===== src/rtl/tkss_pkg.sv =====
// Shared constants, types and helpers of the top-K score selector.
// No dependencies; every other file of the block but tkss_ram imports this package.
package tkss_pkg;

    localparam int MAX_K      = 16;
    localparam int KEY_BITS   = 16;
    localparam int SCORE_BITS = 32;

    localparam int IDX_W      = (MAX_K > 1) ? $clog2(MAX_K) : 1;
    localparam int CNT_W      = $clog2(MAX_K + 1);
    localparam int ENTRY_W    = KEY_BITS + SCORE_BITS;
    localparam int POS_W      = 4;
    localparam int KLIM_W     = 5;
    localparam int CFG_IDX_W  = 1;
    localparam int CFG_DATA_W = 5;

    localparam logic REQ_OFFER = 1'b0;
    localparam logic REQ_DRAIN = 1'b1;

    localparam logic [CFG_IDX_W-1:0] CFG_K_LIMIT = 1'b0;
    localparam logic [CFG_IDX_W-1:0] CFG_ORDERED = 1'b1;

    localparam logic [KLIM_W-1:0] K_LIMIT_RST = 5'd16;
    localparam logic              ORDERED_RST = 1'b1;

    typedef struct packed {
        logic [CNT_W-1:0] k_act;
        logic             ordered;
    } t_cfg;

    typedef struct packed {
        logic                  entry_valid;
        logic [KEY_BITS-1:0]   key;
        logic [SCORE_BITS-1:0] score;
        logic [POS_W-1:0]      position;
        logic                  last;
    } t_out_beat;

    function automatic logic [CNT_W-1:0] active_k(input logic [KLIM_W-1:0] k);
        logic [CNT_W-1:0] res;
        if (k == '0) begin
            res = CNT_W'(1);
        end else if (int'(k) > MAX_K) begin
            res = CNT_W'(MAX_K);
        end else begin
            res = CNT_W'(k);
        end
        return res;
    endfunction

endpackage


===== src/rtl/top_k_score_selector_unit.sv =====
// Top level of the top-K score selector: config registers, heap sequencer
// and result register. Depends on tkss_pkg, tkss_cfg, tkss_seq and tkss_out.
//
//  channel  | direction | handshake               | payload
//  ---------+-----------+-------------------------+-----------------------------------
//  in       | input     | i_in_valid / o_in_stall | i_req_type, i_key_id, i_score
//  out      | output    | o_out_valid/i_out_stall | o_entry_valid, o_out_key, o_out_score,
//           |           |                         | o_position, o_last
//  cfg      | input     | i_cfg_valid/o_cfg_ready | i_cfg_index, i_cfg_data
//
//  Offer: a rejected item ends at the root compare, else the item is sifted down one heap level per step.
//  Drain: when ordered, K-1 heapsort rounds of a swap and a sift, then a scan of K slots and one flush;
//  each sift level is one pass through the shared compare unit and the slot RAM ports.
//  Reset is synchronous; per-slot valid bits clear at once, so no clearing pass is needed.
//  o_in_stall is high while an item is in work; i_out_stall holds the scan.
module top_k_score_selector_unit (
    input  logic                              i_clk,
    input  logic                              i_rst_n,
    input  logic                              i_in_valid,
    output logic                              o_in_stall,
    input  logic                              i_req_type,
    input  logic [tkss_pkg::KEY_BITS-1:0]     i_key_id,
    input  logic [tkss_pkg::SCORE_BITS-1:0]   i_score,
    output logic                              o_out_valid,
    input  logic                              i_out_stall,
    output logic                              o_entry_valid,
    output logic [tkss_pkg::KEY_BITS-1:0]     o_out_key,
    output logic [tkss_pkg::SCORE_BITS-1:0]   o_out_score,
    output logic [tkss_pkg::POS_W-1:0]        o_position,
    output logic                              o_last,
    input  logic                              i_cfg_valid,
    output logic                              o_cfg_ready,
    input  logic [tkss_pkg::CFG_IDX_W-1:0]    i_cfg_index,
    input  logic [tkss_pkg::CFG_DATA_W-1:0]   i_cfg_data
);
    import tkss_pkg::*;

    t_cfg      cfg;
    logic      out_free;
    logic      out_load;
    t_out_beat out_beat;
    t_out_beat out_q;

    tkss_cfg u_cfg (
        .i_clk      (i_clk),
        .i_rst_n    (i_rst_n),
        .i_cfg_valid(i_cfg_valid),
        .o_cfg_ready(o_cfg_ready),
        .i_cfg_index(i_cfg_index),
        .i_cfg_data (i_cfg_data),
        .o_cfg      (cfg)
    );

    tkss_seq u_seq (
        .i_clk     (i_clk),
        .i_rst_n   (i_rst_n),
        .i_cfg     (cfg),
        .i_in_valid(i_in_valid),
        .o_in_stall(o_in_stall),
        .i_req_type(i_req_type),
        .i_key_id  (i_key_id),
        .i_score   (i_score),
        .i_out_free(out_free),
        .o_out_load(out_load),
        .o_out_beat(out_beat)
    );

    tkss_out u_out (
        .i_clk  (i_clk),
        .i_rst_n(i_rst_n),
        .i_load (out_load),
        .i_beat (out_beat),
        .i_stall(i_out_stall),
        .o_free (out_free),
        .o_valid(o_out_valid),
        .o_beat (out_q)
    );

    assign o_entry_valid = out_q.entry_valid;
    assign o_out_key     = out_q.key;
    assign o_out_score   = out_q.score;
    assign o_position    = out_q.position;
    assign o_last        = out_q.last;

endmodule


===== src/rtl/tkss_ram.sv =====
// Generic RAM: one write port, two read ports, registered read data.
// A read of the address written in the same cycle returns the new data.
module tkss_ram #(
    parameter int WIDTH = 8,
    parameter int DEPTH = 16
) (
    input  logic                                      i_clk,
    input  logic                                      i_we,
    input  logic [((DEPTH > 1) ? $clog2(DEPTH) : 1)-1:0] i_wa,
    input  logic [WIDTH-1:0]                          i_wd,
    input  logic [((DEPTH > 1) ? $clog2(DEPTH) : 1)-1:0] i_ra,
    input  logic [((DEPTH > 1) ? $clog2(DEPTH) : 1)-1:0] i_rb,
    output logic [WIDTH-1:0]                          o_qa,
    output logic [WIDTH-1:0]                          o_qb
);
    logic [WIDTH-1:0] r_mem [DEPTH];
    logic [WIDTH-1:0] r_qa;
    logic [WIDTH-1:0] r_qb;

    always_ff @(posedge i_clk) begin
        if (i_we) begin
            r_mem[i_wa] <= i_wd;
        end
        if (i_we && (i_wa == i_ra)) begin
            r_qa <= i_wd;
        end else begin
            r_qa <= r_mem[i_ra];
        end
        if (i_we && (i_wa == i_rb)) begin
            r_qb <= i_wd;
        end else begin
            r_qb <= r_mem[i_rb];
        end
    end

    assign o_qa = r_qa;
    assign o_qb = r_qb;

endmodule


===== src/rtl/tkss_cfg.sv =====
// Configuration registers of the top-K score selector and the clamp of K.
// Depends on tkss_pkg.
module tkss_cfg (
    input  logic                                i_clk,
    input  logic                                i_rst_n,
    input  logic                                i_cfg_valid,
    output logic                                o_cfg_ready,
    input  logic [tkss_pkg::CFG_IDX_W-1:0]      i_cfg_index,
    input  logic [tkss_pkg::CFG_DATA_W-1:0]     i_cfg_data,
    output tkss_pkg::t_cfg                      o_cfg
);
    import tkss_pkg::*;

    logic [KLIM_W-1:0] r_k_limit;
    logic              r_ordered;

    always_ff @(posedge i_clk) begin
        if (!i_rst_n) begin
            r_k_limit <= K_LIMIT_RST;
            r_ordered <= ORDERED_RST;
        end else if (i_cfg_valid) begin
            unique case (i_cfg_index)
                CFG_K_LIMIT: r_k_limit <= i_cfg_data[KLIM_W-1:0];
                CFG_ORDERED: r_ordered <= i_cfg_data[0];
                default: ;
            endcase
        end
    end

    assign o_cfg_ready   = 1'b1;
    assign o_cfg.k_act   = active_k(r_k_limit);
    assign o_cfg.ordered = r_ordered;

endmodule


===== src/rtl/tkss_out.sv =====
// Output register of the result channel: holds one beat until taken.
// Depends on tkss_pkg.
module tkss_out (
    input  logic                  i_clk,
    input  logic                  i_rst_n,
    input  logic                  i_load,
    input  tkss_pkg::t_out_beat   i_beat,
    input  logic                  i_stall,
    output logic                  o_free,
    output logic                  o_valid,
    output tkss_pkg::t_out_beat   o_beat
);
    import tkss_pkg::*;

    logic      r_valid;
    t_out_beat r_beat;

    always_ff @(posedge i_clk) begin
        if (!i_rst_n) begin
            r_valid <= 1'b0;
        end else if (i_load) begin
            r_valid <= 1'b1;
        end else if (!i_stall) begin
            r_valid <= 1'b0;
        end
    end

    always_ff @(posedge i_clk) begin
        if (i_load) begin
            r_beat <= i_beat;
        end
    end

    assign o_free  = !r_valid || !i_stall;
    assign o_valid = r_valid;
    assign o_beat  = r_beat;

endmodule


===== src/rtl/tkss_seq.sv =====
// Heap sequencer: slot store, shared compare unit, sift, heapsort and drain scan.
// Depends on tkss_pkg and tkss_ram.
module tkss_seq (
    input  logic                            i_clk,
    input  logic                            i_rst_n,
    input  tkss_pkg::t_cfg                  i_cfg,
    input  logic                            i_in_valid,
    output logic                            o_in_stall,
    input  logic                            i_req_type,
    input  logic [tkss_pkg::KEY_BITS-1:0]   i_key_id,
    input  logic [tkss_pkg::SCORE_BITS-1:0] i_score,
    input  logic                            i_out_free,
    output logic                            o_out_load,
    output tkss_pkg::t_out_beat             o_out_beat
);
    import tkss_pkg::*;

    localparam int LW = IDX_W + 2;

    typedef enum logic [5:0] {
        S_IDLE  = 6'b000001,
        S_ROOT  = 6'b000010,
        S_SIFT  = 6'b000100,
        S_SWAP  = 6'b001000,
        S_SCAN  = 6'b010000,
        S_FLUSH = 6'b100000
    } t_state;

    t_state                r_state, n_state;
    logic [IDX_W-1:0]      r_cur, n_cur;
    logic [CNT_W-1:0]      r_n, n_n;
    logic [CNT_W-1:0]      r_i, n_i;
    logic [KEY_BITS-1:0]   r_ckey, n_ckey;
    logic [SCORE_BITS-1:0] r_cscore, n_cscore;
    logic                  r_drain, n_drain;
    logic [MAX_K-1:0]      r_valid, n_valid;
    logic                  r_pend_v, n_pend_v;
    logic [KEY_BITS-1:0]   r_pkey, n_pkey;
    logic [SCORE_BITS-1:0] r_pscore, n_pscore;
    logic [POS_W-1:0]      r_cnt, n_cnt;
    logic                  r_va, n_va;
    logic                  r_vb, n_vb;

    logic                  ram_we;
    logic [IDX_W-1:0]      ram_wa;
    logic [ENTRY_W-1:0]    ram_wd;
    logic [IDX_W-1:0]      ram_ra;
    logic [IDX_W-1:0]      ram_rb;
    logic [ENTRY_W-1:0]    ram_qa;
    logic [ENTRY_W-1:0]    ram_qb;

    logic [KEY_BITS-1:0]   a_key, b_key;
    logic [SCORE_BITS-1:0] a_score, b_score;
    logic [LW-1:0]         lo, hi, n_ext;
    logic                  take_lo, take_hi;
    logic [IDX_W-1:0]      child;
    logic [LW-1:0]         child_lo, child_hi;
    logic                  found;
    logic [CNT_W:0]        scan_next;

    tkss_ram #(
        .WIDTH(ENTRY_W),
        .DEPTH(MAX_K)
    ) u_ram (
        .i_clk(i_clk),
        .i_we (ram_we),
        .i_wa (ram_wa),
        .i_wd (ram_wd),
        .i_ra (ram_ra),
        .i_rb (ram_rb),
        .o_qa (ram_qa),
        .o_qb (ram_qb)
    );

    assign a_key   = r_va ? ram_qa[ENTRY_W-1:SCORE_BITS] : '0;
    assign a_score = r_va ? ram_qa[SCORE_BITS-1:0] : '0;
    assign b_key   = r_vb ? ram_qb[ENTRY_W-1:SCORE_BITS] : '0;
    assign b_score = r_vb ? ram_qb[SCORE_BITS-1:0] : '0;

    assign lo      = LW'({r_cur, 1'b1});
    assign hi      = LW'({r_cur, 1'b0}) + LW'(2);
    assign n_ext   = LW'(r_n);
    assign take_lo = (lo < n_ext) && (a_score < r_cscore);
    assign take_hi = (hi < n_ext) && (b_score < (take_lo ? a_score : r_cscore));
    assign child   = take_hi ? hi[IDX_W-1:0] : lo[IDX_W-1:0];
    assign child_lo = LW'({child, 1'b1});
    assign child_hi = LW'({child, 1'b0}) + LW'(2);

    assign found     = (a_score != '0);
    assign scan_next = (CNT_W+1)'(r_i) + (CNT_W+1)'(1);

    assign o_in_stall = (r_state != S_IDLE);

    always_comb begin
        n_state  = r_state;
        n_cur    = r_cur;
        n_n      = r_n;
        n_i      = r_i;
        n_ckey   = r_ckey;
        n_cscore = r_cscore;
        n_drain  = r_drain;
        n_valid  = r_valid;
        n_pend_v = r_pend_v;
        n_pkey   = r_pkey;
        n_pscore = r_pscore;
        n_cnt    = r_cnt;
        ram_we   = 1'b0;
        ram_wa   = '0;
        ram_wd   = '0;
        ram_ra   = '0;
        ram_rb   = '0;
        o_out_load = 1'b0;
        o_out_beat = '0;

        unique case (r_state)
            S_IDLE: begin
                if (i_in_valid) begin
                    if (i_req_type == REQ_OFFER) begin
                        n_ckey   = i_key_id;
                        n_cscore = i_score;
                        n_n      = i_cfg.k_act;
                        n_drain  = 1'b0;
                        n_state  = S_ROOT;
                    end else begin
                        n_drain  = 1'b1;
                        n_pend_v = 1'b0;
                        n_cnt    = '0;
                        if (i_cfg.ordered && (i_cfg.k_act > CNT_W'(1))) begin
                            n_i     = i_cfg.k_act - CNT_W'(1);
                            ram_rb  = n_i[IDX_W-1:0];
                            n_state = S_SWAP;
                        end else begin
                            n_i     = '0;
                            n_state = S_SCAN;
                        end
                    end
                end
            end
            S_ROOT: begin
                if (r_cscore > a_score) begin
                    n_cur   = '0;
                    ram_ra  = IDX_W'(1);
                    ram_rb  = IDX_W'(2);
                    n_state = S_SIFT;
                end else begin
                    n_state = S_IDLE;
                end
            end
            S_SWAP: begin
                ram_we   = 1'b1;
                ram_wa   = r_i[IDX_W-1:0];
                ram_wd   = {a_key, a_score};
                n_ckey   = b_key;
                n_cscore = b_score;
                n_n      = r_i;
                n_cur    = '0;
                ram_ra   = IDX_W'(1);
                ram_rb   = IDX_W'(2);
                n_state  = S_SIFT;
            end
            S_SIFT: begin
                ram_we = 1'b1;
                ram_wa = r_cur;
                if (take_lo || take_hi) begin
                    ram_wd = take_hi ? {b_key, b_score} : {a_key, a_score};
                    n_cur  = child;
                    ram_ra = child_lo[IDX_W-1:0];
                    ram_rb = child_hi[IDX_W-1:0];
                end else begin
                    ram_wd = {r_ckey, r_cscore};
                    if (!r_drain) begin
                        n_state = S_IDLE;
                    end else if (r_i > CNT_W'(1)) begin
                        n_i     = r_i - CNT_W'(1);
                        ram_rb  = n_i[IDX_W-1:0];
                        n_state = S_SWAP;
                    end else begin
                        n_i     = '0;
                        n_state = S_SCAN;
                    end
                end
            end
            S_SCAN: begin
                if (found && r_pend_v && !i_out_free) begin
                    ram_ra = r_i[IDX_W-1:0];
                end else begin
                    if (found) begin
                        if (r_pend_v) begin
                            o_out_load = 1'b1;
                            o_out_beat = '{entry_valid: 1'b1, key: r_pkey, score: r_pscore,
                                           position: r_cnt, last: 1'b0};
                            n_cnt      = r_cnt + POS_W'(1);
                        end
                        n_pend_v = 1'b1;
                        n_pkey   = a_key;
                        n_pscore = a_score;
                    end
                    if (scan_next < (CNT_W+1)'(i_cfg.k_act)) begin
                        n_i    = scan_next[CNT_W-1:0];
                        ram_ra = scan_next[IDX_W-1:0];
                    end else begin
                        n_state = S_FLUSH;
                    end
                end
            end
            S_FLUSH: begin
                if (i_out_free) begin
                    o_out_load = 1'b1;
                    if (r_pend_v) begin
                        o_out_beat = '{entry_valid: 1'b1, key: r_pkey, score: r_pscore,
                                       position: r_cnt, last: 1'b1};
                    end else begin
                        o_out_beat = '{entry_valid: 1'b0, key: '0, score: '0,
                                       position: '0, last: 1'b1};
                    end
                    n_valid = '0;
                    n_state = S_IDLE;
                end
            end
            default: n_state = S_IDLE;
        endcase

        if (ram_we) begin
            n_valid[ram_wa] = 1'b1;
        end
        n_va = r_valid[ram_ra] || (ram_we && (ram_wa == ram_ra));
        n_vb = r_valid[ram_rb] || (ram_we && (ram_wa == ram_rb));
    end

    always_ff @(posedge i_clk) begin
        if (!i_rst_n) begin
            r_state  <= S_IDLE;
            r_valid  <= '0;
            r_pend_v <= 1'b0;
            r_drain  <= 1'b0;
            r_cnt    <= '0;
        end else begin
            r_state  <= n_state;
            r_valid  <= n_valid;
            r_pend_v <= n_pend_v;
            r_drain  <= n_drain;
            r_cnt    <= n_cnt;
        end
    end

    always_ff @(posedge i_clk) begin
        r_cur    <= n_cur;
        r_n      <= n_n;
        r_i      <= n_i;
        r_ckey   <= n_ckey;
        r_cscore <= n_cscore;
        r_pkey   <= n_pkey;
        r_pscore <= n_pscore;
        r_va     <= n_va;
        r_vb     <= n_vb;
    end

`ifndef SYNTHESIS
    a_idle_no_write: assert property (@(posedge i_clk) disable iff (!i_rst_n)
        (r_state == S_IDLE) |-> !ram_we)
        else $error("slot store written while idle");
    a_load_when_free: assert property (@(posedge i_clk) disable iff (!i_rst_n)
        o_out_load |-> (i_out_free && (r_state == S_SCAN || r_state == S_FLUSH)))
        else $error("result loaded outside drain or into a busy register");
    a_flush_clears: assert property (@(posedge i_clk) disable iff (!i_rst_n)
        (r_state == S_FLUSH && o_out_load) |=> (r_valid == '0))
        else $error("store not cleared after drain");
    a_cursor_in_heap: assert property (@(posedge i_clk) disable iff (!i_rst_n)
        (r_state == S_SIFT) |-> (CNT_W'(r_cur) < r_n))
        else $error("sift cursor beyond heap size");
`endif

endmodule


===== config.mk =====
export PLATFORM = sky130hd
export DESIGN_NAME = top_k_score_selector_unit
export DESIGN_NICKNAME = d
export VERILOG_FILES = /design/src/rtl/tkss_pkg.sv /design/src/rtl/top_k_score_selector_unit.sv /design/src/rtl/tkss_ram.sv /design/src/rtl/tkss_cfg.sv /design/src/rtl/tkss_out.sv /design/src/rtl/tkss_seq.sv
export SDC_FILE = /design/constraint.sdc
export NUM_CORES = 1
export LEC_CHECK = 0
export BUFFER_PORTS_ARGS = -buffer_cell sky130_fd_sc_hd__buf_2
export CAP_MARGIN = 10
export CELL_PAD_IN_SITES_DETAIL_PLACEMENT = 1
export CELL_PAD_IN_SITES_GLOBAL_PLACEMENT = 2
export CORE_ASPECT_RATIO = 1.1
export CORE_MARGIN = 10
export CORE_UTILIZATION = 33
export CTS_BUF_LIST = sky130_fd_sc_hd__clkbuf_4 sky130_fd_sc_hd__clkbuf_8
export DETAILED_ROUTE_END_ITERATION = 8
export GPL_ROUTABILITY_DRIVEN = 0
export HOLD_SLACK_MARGIN = 0.02
export MAX_ROUTING_LAYER = met4
export PLACE_DENSITY_LB_ADDON = 0.25
export SLEW_MARGIN = 20
export SYNTH_ARGS = -nofsm -noshare
export SYNTH_HDL_FRONTEND = slang
export SYNTH_HIERARCHICAL = 1
export SYNTH_SLANG_ARGS = --single-unit

===== constraint.sdc =====
create_clock -name i_clk -period 9 [get_ports i_clk]
set_clock_uncertainty 0.15 [all_clocks]
set_input_delay 1.35 -clock i_clk [delete_from_list [all_inputs] [get_ports i_clk]]
set_output_delay 1.35 -clock i_clk [all_outputs]
set_load 0.01 [all_outputs]

==> summary.md <==
| Metric | Value |
|---|---|
| Clk sink count | 977 |
| Setup TNS Final | 0 ps |
| PwrDens | around 200 mW/mm^2 |
| DRT Pass-1 Iters | 7 |
| CTS buffer count | 165 |
| Synth area leader | edfxtp_1 |
| Area post-placement | ~0.050 mm^2 |
| Largest net degree at the start of global routing | 56 |
| Final setup fails | 0 |
| Critical path launch point type | register |
| Peak VDD IR | 0.137 mV |
| Via count | around 30000 |
| Number of antenna violations at the first check in global routing | 12 |
| Site Rows | about 150 |
| Setup CP Type | reg -> reg |
| Setup Fix Bufs, Post-CTS | 0 |
| Total power | about 11 mW |
| Layout area overhead | 14.1% |
| Crit-path most repeated cell | a21oi_1 |
| Overall global routing resource usage | a little over a fifth |
| First-pass GRT wire length | about 240000 um |
| Clock-pin slew of the registers on the worst-case setup and hold paths | approximately 60 ps |
| Final nets | roughly 3300 |
| Die height | a little over 400 um |
| Hold Crit Class | reg -> reg |
| FILL cells | approximately 14000 |
| Warning count from the yosys run | 6 |
| Worst hold start | u_cfg/r_k_limit[0]$_SDFFE_PN0P_ |
| Dpl ws | between 800 and 900 ps |
| Distinct cell type count after synthesis | between 70 and 80 |
| Wire per inst | between 30 and 40 um |
| DRC Markers | 0 |
| Drt first-iter violations | 2933 |
| Max transition margin | roughly 22% |
| Worst Setup End Kind | register |
| Final Hold Vio Count | 0 |
| Vias in the first global route | 32000 |
| Least-Margin Pin Slew | 1170 ps |
| Io pins | between 100 and 150 |
| Core Util, Final | a little under two fifths |
| CTS H-tree depth | 4 |
| #FFs+latches synth | 977 |
| Clock Latency Late Sink | 910 ps |
| Total grt overflow | 0 |
| Die X | approximately 380 um |
| Critical-path maximum fanout | 32 |
| Port buffer count | roughly 120 |
| CP max stage cell | o22ai_1 |
| Setup slack after layout | ~970 ps |
| Fmax | between 100 and 150 MHz |
| Routed WL | ~170000 um |
| Routed Antenna Nets | 0 |
| Via density | roughly 5.8 |
| Outcome | finished clean |
| RSZ-0062 raised after global routing | no |
| Sequential share of the synthesized area | 61.5% |
| Hold buffer count at cts | 0 |
| CTS tree | done |
| Mean post-synth cell area | roughly 16 um^2 |
| Layout Cells excl Fill | 5165 |
| Final cycle utilization of the critical path | approximately nine tenths |
| Leakage power | ~15 nW |
| Final Max Tran Viols | 0 |
| CTS Root Cell | clkbuf_8 |
| Share of layout cells above drive strength 1 | 30.1% |
| Max incr delay on CP | around 840 ps |
| Cell count after synthesis | ~2900 |
| WHS | approximately 330 ps |
| Net count after synthesis | 3086 |
| Post-synth EDFFs | 932 |
| Crit path required time | between 9000 and 10000 ps |
| Placed insts | 4864 |
| Top_reg_cell synth | edfxtp_1 |
| CTS max path bufs | 3 |
| Post-CTS Resized | 0 |
| Synth top area cells | edfxtp_1 60%, mux4_2 18%, a22oi_1 3.4%, ha_1 2.2%, nand2_1 2.1% |
| Ys async rst share | 0% |
| Cell Area, Synth | roughly 0.047 mm^2 |
| DP HPWL | 100000 um |
| Critical path arrival | 8430 ps |
| Post-synth top area share | just under 60% |
| # Max-Cap Violations | 0 |
| Min cycle time layout | 8030 ps |
| Starting Density | 33.2% |
| Core area | between 0.1 and 0.15 mm^2 |
| Die ar. | 0.158 mm^2 |
| Finished Cell Area | 0.0536 mm^2 |
## metal layers
| metal | track usage (%) | wire length (um) | vias up | share of wire (%) |
|---|---|---|---|---|
| li1 | - | - | 12300 | - |
| met1 | 26.7 | 68600 | 16200 | 41 |
| met4 | 6.95 | 4980 | 0 | 3.0 |
| met5 | - | 0 | - | 0 |
| met2 | 34.6 | 81700 | 1197 | 49 |
| met3 | 3.47 | 10400 | 303 | 6.3 |
## critical path: cells and delay by family (launching register included)
kind	cells	cell delay, ps
AO/OA/AOI/OAI	9	2620
adder cells (fa/ha/maj)	2	490
buffers and inverters	4	1300
flip-flops	1	700
multiplexers	1	390
AND/OR/NAND/NOR	9	1920
## synthesized netlist by cell type, drive strengths merged (5+ instances only)
cell,instances
ha,82
a22oi,211
mux2i,24
and2,89
nand3,20
nand4,15
nor2,121
nand2,269
nand3b,7
o22ai,50
inv,75
mux2,36
clkbuf,104
mux4,384
edfxtp,932
buf,97
nand2b,8
or3,5
dfxtp,45
nor4,15
nor2b,36
o211ai,6
and3,5
xor2,7
o21a,8
a211oi,8
o21ai,86
nor3b,6
xnor2,11
nor3,19
a21oi,103
## cells in the final DEF (no fill, tap or decap), drive strengths merged, types with 45 or more instances in the layout
cell / count
a21oi: 103
a22oi: 211
and2: 89
buf: 213
clkbuf: 220
clkinv: 60
dfxtp: 45
edfxtp: 932
ha: 82
inv: 84
mux4: 384
nand2: 269
nor2: 121
o21ai: 86
o22ai: 50
## area by class of cell
| class | instances | area (um^2) | share of cell area (%) |
|---|---|---|---|
| multi-input cells | 1691 | 17300 | 32.3 |
| diodes | 2 | 5.00 | 0.00933 |
| well taps | 1911 | 2390 | 4.46 |
| repair buffers | 216 | 1530 | 2.85 |
| clock buffers | 217 | 2690 | 5.02 |
| inverters | 75 | 282 | 0.525 |
| clock inverters | 76 | 492 | 0.917 |
| flip-flops and latches | 977 | 28900 | 53.9 |
## cells by family after synthesis
| logic type | count (synthesis) | synth area share, % |
|---|---|---|
| AOI/OAI and AO/OA | 514 | 7.18 |
| muxes | 444 | 19.8 |
| other | 1 | 0.00798 |
| and+or+nand+nor | 632 | 6.48 |
| adders and majority gates | 82 | 2.18 |
| xor gates and xnor gates | 18 | 0.335 |
| DFF | 977 | 61.5 |
| buffers and inverters | 276 | 2.56 |
## registers in the layout, summed over array words and instances (netlist names), named ones only
name	cells
u_cfg/r_ordered	1
u_seq/r_va	1
u_seq/r_state	6
u_seq/u_ram/r_mem	768
u_out/o_valid	1
u_seq/r_n	5
u_seq/r_cscore	32
u_seq/r_drain	1
u_seq/r_cur	4
u_cfg/r_k_limit	5
u_seq/r_cnt	4
u_seq/r_pscore	32
u_out/o_beat	54
u_seq/r_pend_v	1
u_seq/r_valid	16
u_seq/r_vb	1
u_seq/r_ckey	16
u_seq/r_i	5
u_seq/r_pkey	16
## power by group
| group | switching (mW) | internal, mW | total (mW) |
|---|---|---|---|
| Clock | 1.89 | 2.07 | 3.96 |
| Sequential | 0.112 | 5.00 | 5.11 |
| Combinational | 1.16 | 0.665 | 1.82 |
## worst paths after layout
path	to	slack (ps)	cells after the start
max	u_seq/u_ram/r_mem[5][29]$_DFFE_PP_	970	25
min	u_cfg/r_k_limit[0]$_SDFFE_PN0P_	330	2
min reg2reg	u_cfg/r_k_limit[0]$_SDFFE_PN0P_	330	2
max reg2reg	u_seq/u_ram/r_mem[5][29]$_DFFE_PP_	970	25
No activity file was read; power rests on OpenSTA's default activity.
